$ cat src/rbhu_pkg.sv
// ----------------------------------------------------------------------------
// rbhu_pkg
// types and constants shared by the readout block hit unpacker modules
// ----------------------------------------------------------------------------
package rbhu_pkg;

   localparam int HIT_INDEX_BITS = 16;
   localparam int WORD_BITS      = 32;
   localparam int COUNT_BITS     = 9;
   localparam int OUT_INDEX_BITS = 16;

   typedef enum logic [1:0] {
      PH_HEADER = 2'd0,
      PH_FIRST  = 2'd1,
      PH_SECOND = 2'd2
   } phase_type;

   typedef struct packed {
      logic [3:0]                module_id;
      logic [3:0]                cable_id;
      logic [4:0]                tac_address;
      logic [4:0]                tac_channel;
      logic [3:0]                calibration;
      logic [5:0]                clock_count;
      logic [11:0]               tac_value;
      logic [11:0]               qdc_value;
      logic [OUT_INDEX_BITS-1:0] hit_index;
   } hit_type;

endpackage

$ cat src/rbhu_parser.sv
// ----------------------------------------------------------------------------
// rbhu_parser
// header / hit-pair parser: tracks block phase and builds one hit per pair
// ----------------------------------------------------------------------------
module rbhu_parser (
   input  logic                                clock,
   input  logic                                reset,
   input  logic                                accept,
   input  logic [rbhu_pkg::WORD_BITS-1:0]      word,
   input  logic                                start_of_buffer,
   output logic                                hit_valid,
   output rbhu_pkg::hit_type                   hit
);
   import rbhu_pkg::*;

   phase_type                   phase_ff, phase_in;
   logic [COUNT_BITS-1:0]       pairs_left_ff, pairs_left_in;
   logic [3:0]                  module_ff, module_in;
   logic [3:0]                  cable_ff, cable_in;
   logic [WORD_BITS-1:0]        first_ff, first_in;
   logic [HIT_INDEX_BITS-1:0]   hit_count_ff, hit_count_in;
   logic [COUNT_BITS:0]         count_plus;
   logic [COUNT_BITS-1:0]       header_pairs;
   logic [COUNT_BITS-1:0]       pairs_dec;
   logic [31:0]                 count_wide;

   // rounds the word count up to whole pairs
   assign count_plus   = {1'b0, word[COUNT_BITS-1:0]} + {{COUNT_BITS{1'b0}}, 1'b1};
   assign header_pairs = count_plus[COUNT_BITS:1];
   assign pairs_dec    = pairs_left_ff - {{(COUNT_BITS-1){1'b0}}, 1'b1};
   assign count_wide   = 32'(hit_count_ff);

   always_ff @(posedge clock) begin
      if (reset) begin
         phase_ff      <= PH_HEADER;
         pairs_left_ff <= '0;
         module_ff     <= '0;
         cable_ff      <= '0;
         first_ff      <= '0;
         hit_count_ff  <= '0;
      end else begin
         phase_ff      <= phase_in;
         pairs_left_ff <= pairs_left_in;
         module_ff     <= module_in;
         cable_ff      <= cable_in;
         first_ff      <= first_in;
         hit_count_ff  <= hit_count_in;
      end
   end

   always_comb begin
      phase_in      = phase_ff;
      pairs_left_in = pairs_left_ff;
      module_in     = module_ff;
      cable_in      = cable_ff;
      first_in      = first_ff;
      hit_count_in  = hit_count_ff;
      hit_valid     = 1'b0;

      hit.module_id   = module_ff;
      hit.cable_id    = cable_ff;
      hit.tac_address = first_ff[31:27];
      hit.tac_channel = first_ff[26:22];
      hit.calibration = first_ff[21:18];
      hit.clock_count = ~first_ff[17:12];
      hit.tac_value   = ~first_ff[11:0];
      hit.qdc_value   = word[11:0];
      hit.hit_index   = count_wide[OUT_INDEX_BITS-1:0];

      if (accept) begin
         if (start_of_buffer || (phase_ff != PH_FIRST && phase_ff != PH_SECOND)) begin
            if (start_of_buffer) begin
               hit_count_in = '0;
            end
            module_in     = word[31:28];
            cable_in      = word[27:24];
            pairs_left_in = header_pairs;
            phase_in      = (header_pairs == '0) ? PH_HEADER : PH_FIRST;
         end else if (phase_ff == PH_FIRST) begin
            first_in = word;
            phase_in = PH_SECOND;
         end else begin
            hit_valid     = 1'b1;
            // index saturates at all ones
            if (hit_count_ff != '1) begin
               hit_count_in = hit_count_ff + {{(HIT_INDEX_BITS-1){1'b0}}, 1'b1};
            end
            pairs_left_in = pairs_dec;
            phase_in      = (pairs_dec == '0) ? PH_HEADER : PH_FIRST;
         end
      end
   end

endmodule

$ cat src/readout_block_hit_unpacker.sv
// a hit is registered into the output register (or the skid entry if rsp is held)
// from the beat carrying its second word; one word per cycle while req_stall is low
// a two-entry result buffer (output register plus skid) lets req beats keep flowing
// while a finished hit waits; req_stall rises only when both entries are full
// reset clears parse phase, pair count, ids, hit index, valid bits of both buffers
// ----------------------------------------------------------------------------
// readout_block_hit_unpacker
// unpacks readout block headers and hit word pairs into hit records
// ----------------------------------------------------------------------------
module readout_block_hit_unpacker (
   input  logic                                 clock,
   input  logic                                 reset,
   input  logic                                 req_valid,
   output logic                                 req_stall,
   input  logic [rbhu_pkg::WORD_BITS-1:0]       req_word,
   input  logic                                 req_start_of_buffer,
   output logic                                 rsp_valid,
   input  logic                                 rsp_stall,
   output logic [3:0]                           rsp_module_id,
   output logic [3:0]                           rsp_cable_id,
   output logic [4:0]                           rsp_tac_address,
   output logic [4:0]                           rsp_tac_channel,
   output logic [3:0]                           rsp_calibration,
   output logic [5:0]                           rsp_clock_count,
   output logic [11:0]                          rsp_tac_value,
   output logic [11:0]                          rsp_qdc_value,
   output logic [rbhu_pkg::OUT_INDEX_BITS-1:0]  rsp_hit_index
);
   import rbhu_pkg::*;

   logic    accept;
   logic    hit_valid;
   hit_type hit;
   logic    take_out;

   logic    out_valid_ff, out_valid_in;
   logic    skid_valid_ff, skid_valid_in;
   hit_type out_ff, out_in;
   hit_type skid_ff, skid_in;

   assign req_stall = skid_valid_ff;
   assign accept    = req_valid & ~skid_valid_ff;
   assign take_out  = out_valid_ff & ~rsp_stall;

   rbhu_parser u_parser (
      .clock           (clock),
      .reset           (reset),
      .accept          (accept),
      .word            (req_word),
      .start_of_buffer (req_start_of_buffer),
      .hit_valid       (hit_valid),
      .hit             (hit)
   );

   always_comb begin
      out_valid_in  = out_valid_ff;
      skid_valid_in = skid_valid_ff;
      out_in        = out_ff;
      skid_in       = skid_ff;
      if (skid_valid_ff) begin
         // no beat taken while the skid entry is full
         if (take_out) begin
            out_in        = skid_ff;
            skid_valid_in = 1'b0;
         end
      end else if (hit_valid) begin
         if (!out_valid_ff || take_out) begin
            out_in       = hit;
            out_valid_in = 1'b1;
         end else begin
            skid_in       = hit;
            skid_valid_in = 1'b1;
         end
      end else if (take_out) begin
         out_valid_in = 1'b0;
      end
   end

   always_ff @(posedge clock) begin
      if (reset) begin
         out_valid_ff  <= 1'b0;
         skid_valid_ff <= 1'b0;
      end else begin
         out_valid_ff  <= out_valid_in;
         skid_valid_ff <= skid_valid_in;
      end
   end

   always_ff @(posedge clock) begin
      out_ff  <= out_in;
      skid_ff <= skid_in;
   end

   assign rsp_valid       = out_valid_ff;
   assign rsp_module_id   = out_ff.module_id;
   assign rsp_cable_id    = out_ff.cable_id;
   assign rsp_tac_address = out_ff.tac_address;
   assign rsp_tac_channel = out_ff.tac_channel;
   assign rsp_calibration = out_ff.calibration;
   assign rsp_clock_count = out_ff.clock_count;
   assign rsp_tac_value   = out_ff.tac_value;
   assign rsp_qdc_value   = out_ff.qdc_value;
   assign rsp_hit_index   = out_ff.hit_index;

endmodule

$ cat config.mk
export PLATFORM = sky130hd
export DESIGN_NAME = readout_block_hit_unpacker
export DESIGN_NICKNAME = d
export VERILOG_FILES = /design/src/rbhu_pkg.sv /design/src/rbhu_parser.sv /design/src/readout_block_hit_unpacker.sv
export SDC_FILE = /design/constraint.sdc
export NUM_CORES = 1
export LEC_CHECK = 0
export BUFFER_PORTS_ARGS = -buffer_cell sky130_fd_sc_hd__buf_2
export CAP_MARGIN = 5
export CELL_PAD_IN_SITES_DETAIL_PLACEMENT = 0
export CELL_PAD_IN_SITES_GLOBAL_PLACEMENT = 1
export CORE_MARGIN = 2
export CORE_UTILIZATION = 34
export CTS_CLUSTER_DIAMETER = 30
export DETAILED_ROUTE_END_ITERATION = 12
export PLACE_DENSITY = 0.69
export SETUP_SLACK_MARGIN = 0.4
export SYNTH_ARGS = -nofsm -noshare
export SYNTH_HDL_FRONTEND = slang
export SYNTH_SLANG_ARGS = --single-unit
$ cat constraint.sdc
create_clock -name clock -period 8.9 [get_ports clock]
set_input_delay 1.335 -clock clock [delete_from_list [all_inputs] [get_ports clock]]
set_output_delay 1.335 -clock clock [all_outputs]
set_load 0.05 [all_outputs]
* Yosys cells after proc, flatten, opt, wreduce, memory -nomap -nowiden *
Cells that the tools add are included.
Widths: inputs -> output; s select.

cells by class
  $add $sub $neg = 3
  equality and inequality tests = 8
  reduce and logical (&&, ||, !) cells = 17
  mux-type cells = 24
  bitwise logic cells = 8

operators by type and width
  operator               count
  $mux 68                4
  $mux 16                4
  $logic_not 9->1        2
  $mux 9                 2
  $add 16x1->16 const B  1
  $ne 16x16->1 const B   1
  $mux 1                 12
  $not 12->12            1
  $reduce_and 3->1       4
  $add 9x1->10 const B   1
  $sub 9x1->9 const B    1
  $reduce_bool 2->1      4
  $ne 2x1->1 const B     3
  $ne 2x2->1 const B     3
  $not 6->6              1
  $mux 2                 2
  $not 1->1              4
  $reduce_and 2->1       2
  $reduce_and 4->1       1
  $and 1x1->1            2
  $eq 2x1->1 const B     1
  $logic_or 1x1->1       2
  $logic_and 1x1->1      1
  $logic_not 1->1        1

word-level totals
  register bits after elaboration = 205
  output and inout port bits = 70

* Depth between registers and ports, before layout *
  depth after elaboration = 7
  mapped depth = 8

* By module *
From an unflattened synthesis, not the netlist that was laid out.

second synthesis, totals
  cell total of the unflattened synthesis = 676
  area total of the unflattened synthesis = 8774.7 µm²

by module, submodules not included
  module                      sequential area each (µm²)  area each (µm²)  instances  cells each
  readout_block_hit_unpacker  4124.0                      5345.1           1          225
  rbhu_parser                 1341.3                      3429.5           1          451

* Least setup slack after synthesis *
OpenSTA, ideal clock, no wires.

  kind = in2reg
  start = input port req_start_of_buffer
  end = register out_ff (netlist bit rsp_cable_id[0]) (enable)
  required time = 8.384 ns
  setup time = 0.516 ns
  stages on the path = 5
  buffers on the path = 1
  setup slack = 2.918 ns
  arrival time = 5.466 ns
  path through = or2_2 -> clkbuf_1 -> nor3_1 -> a21oi_1 -> a21oi_1

on the way
  longest elaborated chain between the ends = 5

ends and longest elaborated chain
  what                                line                              text
  start, declared                     readout_block_hit_unpacker.sv:16  input logic req_start_of_buffer,
  $logic_or 1x1->1                    rbhu_parser.sv:71                 if (start_of_buffer || (phase_ff != PH_FIRST && phase_ff != PH_SECOND)) begin
  $mux 1                              rbhu_parser.sv:71
  $mux 1                              rbhu_parser.sv:70                 if (accept) begin
  $reduce_bool 2->1 (no source line)  --
  $reduce_and 3->1 (no source line)   --
  end signal, assigned                readout_block_hit_unpacker.sv:90  out_ff <= out_in;
  end, declared                       readout_block_hit_unpacker.sv:38  hit_type out_ff, out_in;

No other way between the ends.
A chain may end at the register's enable or synchronous reset.

* Worst setup path after layout *
  start = register skid_valid_ff, in the netlist req_stall
  end = output port req_stall

RTL lines
  what                    line                              text
  start, declared         readout_block_hit_unpacker.sv:37  logic skid_valid_ff, skid_valid_in;
  start signal, assigned  readout_block_hit_unpacker.sv:85  skid_valid_ff <= skid_valid_in;
  end, declared           readout_block_hit_unpacker.sv:14  output logic req_stall,

No word-level cell between the ends.

==> results.py <==
metrics = {
    "cts": {
        "ctsHoldBuffers": 0,
        "clk_latency_ns": 0.51,
        "cts_made_buffers": 42,
        "clk_pin_slew_worst_paths_ns": 0.04,
        "clock-sinks": 205,
        "cts_resized": 0,
        "cts-root-buf": "clkbuf_16",
        "cts_max_level": 2,
        "clockBufferDepth": 3,
        "cts_setup_buffers": 0,
        "cts_tree": "yes",
    },
    "timing": {
        "tns_ns": 0,
        "setup_viol": 0,
        "clock_skew_ns": 0.01945,
        "period_needed_ns": 3.335,
        "post-route-period-util_pct": 37.47,
        "fmax_mhz": 299.9,
        "slew_viol_final": 0,
        "slew_headroom_pct": 28.82,
        "rsz0062_at_grt": "no",
        "worst_slew_pin_slew_ns": 1.068,
        "setup_ws_ns": 5.565,
        "hold_violations": 0,
    },
    "routing": {
        "first_pass_iters": 4,
        "antenna_left": 0,
        "wl_microns": 17350,
        "vias": 5269,
        "detail_route.vias_per_cell": 4.655,
        "dr.first_iter.drc_count": 242,
        "wl_per_cell_microns": 15.33,
        "drcViolationCount": 0,
    },
    "placement": {
        "placement.io_buffers": 106,
        "gp_congestion": 0.7578,
        "dpl_worst_slack_ns": 5.210,
        "hpwl_microns": 10170,
    },
    "synth": {
        "avgSynthCellArea_sq_um": 12.37,
        "synthFlopType": "edfxtp_1",
        "ys_ff_latch": 205,
        "ys_types": 51,
        "yosys-top-cells-area": "edfxtp_1 50%, dfxtp_1 17%, mux2_2 6.9%",
        "yosysTopAreaCell": "edfxtp_1",
        "netlist.area_leader.share_pct": 50.19,
        "syn_nets": 700,
        "synthCells": 658,
        "synth_top_family_by_area": "simple AND/OR/NAND/NOR gates",
        "muxShareOfSynthArea_pct": 7.043,
        "synthXorXnorAreaFrac_pct": 1.938,
        "synthArstFlopShare_pct": 0,
        "synth-edff-count": 136,
        "ys_warn_count": 0,
        "synth-adder-area-share_pct": 0.7689,
        "synth_seq_area_share_pct": 67.17,
        "syn_area_sq_um": 8137,
        "yosys.area_share.simple_pct": 11.73,
        "synth_compound_area_share_pct": 8.504,
    },
    "critical_path": {
        "crit_slowest_cell": "buf_4",
        "reg2reg_slack_ns": 6.00,
        "end_kind": "output port",
        "worstPathRequired_ns": 7.57,
        "critPathMaxFanout": 92,
        "startpoint_type": "flip-flop",
        "cp.arrival_ns": 2.00,
        "path_cells": "buf_4 > buf_2",
        "worstSetupPathType": "reg -> out",
        "slowest_delay_ns": 0.75,
    },
    "power_and_ir_drop": {
        "power_frac_comb_pct": 4.7,
        "intPower_mw": 2.175,
        "switching_power_mw": 0.6019,
        "pwr-share-seq_pct": 37.6,
        "power_leakage_nw": 3.574,
        "swShare_pct": 21.67,
        "p_per_area_nw_per_um2": 265.9,
        "ir_worst_vdd_uv": 130.0,
        "power.share.clock_pct": 57.7,
    },
    "die": {
        "start_util_pct": 34.66,
        "num_rows": 56,
        "core-area_sq_um": 23470,
        "dieWidth_microns": 158.7,
        "die_y_microns": 158.7,
        "pin_count": 107,
        "dieArea_sq_um": 25180,
    },
    "layout": {
        "final_util_pct": 44.49,
        "fillers": 2178,
        "fin_nets": 821,
        "antenna_cells": 0,
        "drive_gt1_share_pct": 29.40,
        "mostFrequentLayoutCells": "136 x edfxtp_1, 117 x nand2_1, 106 x buf_2",
        "layout_commonest_cell": "edfxtp_1",
        "area_growth_pct": 28.36,
    },
    "global_routing": {
        "grt-ovfl-total": 0,
        "antenna_found_initial": 0,
        "grt_pass1_vias": 5138,
        "grt_usage_pct": 13.92,
        "grt_max_degree": 93,
        "grt_pass1_wl_microns": 27210,
    },
    "hold_path": {
        "hp-class": "reg -> reg",
    },
    "run": {
        "maxCapViolations": 0,
    },
    "outcome": {
        "outcome": "complete, no violations",
    },
}
[Yosys cell counts (3+ instances only)]
library cell,number
a21o_1,3
a21oi_1,61
and2_1,3
and3_1,4
and4_1,5
buf_2,5
clkbuf_1,27
dfxtp_1,69
edfxtp_1,136
ha_1,5
inv_1,22
mux2_2,50
nand2_1,117
nand3_1,8
nand4_1,10
nor2_1,20
nor3_1,8
o2111ai_1,3
o211ai_1,7
o21ai_0,32
or3_1,6
or4_1,4
xnor2_1,12
xor2_1,6
[critical path, delay by kind of cell (launching register included)]
family                 cells  cell delay [ns]
buffers and inverters      2             1.16
flip-flops                 1             0.32
[power groups by stage]
stage                     Sequential [mW]  Combinational (mW)  Clock, mW
after floorplan                      1.09              0.0666          0
after global placement               1.06               0.131          0
after detailed placement             1.06               0.131          0
after CTS                            1.04               0.132       1.63
after global routing                 1.05               0.144       1.68
final                                1.04               0.130       1.60
[stage by stage]
step | total power, mW | hold WS [ns] | std cells | instance area (sq um)
floorplan | 1.153 | 0.4261 | 658 | 8137
global placement | 1.193 | 0.4393 | 1054 | 8975
detailed placement | 1.193 | 0.4408 | 1054 | 8975
CTS | 2.811 | 0.4536 | 1132 | 10440
global route | 2.874 | 0.4706 | 1132 | 10440
finish | 2.777 | 0.4534 | 1132 | 10440
[final timing paths]
path	cells after the start	to	startpoint
worst min-delay path	1	skid_ff[35]	u_parser.first_ff[7]
worst max register to register	7	rsp_clock_count[1]	u_parser.phase_ff[1]
worst max-delay path	2	req_stall	req_stall
worst min register to register	1	skid_ff[35]	u_parser.first_ff[7]
[kinds of logic after synthesis]
family / after synthesis
AOI/OAI and AO/OA: 122
xor gates and xnor gates: 18
adders and majority gates: 5
muxes: 51
buffers and inverters: 56
DFF: 205
and+or+nand+nor: 201
[per-layer routing]
| metal | part of all wire (%) | track usage, % | up-vias |
|---|---|---|---|
| met2 | 45 | 21.40 | 128 |
| met1 | 47 | 18.73 | 2468 |
| li1 | - | - | 2635 |
| met4 | 2.4 | 5.448 | 0 |
| met5 | 0 | 0 | - |
| met3 | 5.8 | 3.756 | 38 |
[flip-flops by register name, summed over array words and instances, names as in the netlist, 2 cells and up]
| signal | cells |
|---|---|
| rsp_module_id | 4 |
| u_parser.first_ff | 32 |
| skid_ff | 68 |
| rsp_calibration | 4 |
| rsp_hit_index | 16 |
| u_parser.hit_count_ff | 16 |
| rsp_clock_count | 6 |
| u_parser.cable_ff | 4 |
| rsp_qdc_value | 12 |
| u_parser.phase_ff | 2 |
| u_parser.pairs_left_ff | 9 |
| u_parser.module_ff | 4 |
| rsp_cable_id | 4 |
| rsp_tac_value | 12 |
| rsp_tac_channel | 5 |
| rsp_tac_address | 5 |
[layout make-up]
type	instances	area, sq um	area share [%]
inverters	22	82.58	0.7907
well taps	319	399.1	3.822
clock inverters	30	395.4	3.786
multi-input cells	397	2456	23.52
flip-flops and latches	205	5469	52.37
repair buffers	111	568.0	5.439
clock buffers	48	1074	10.28
No activity file was read; power rests on OpenSTA's default activity.
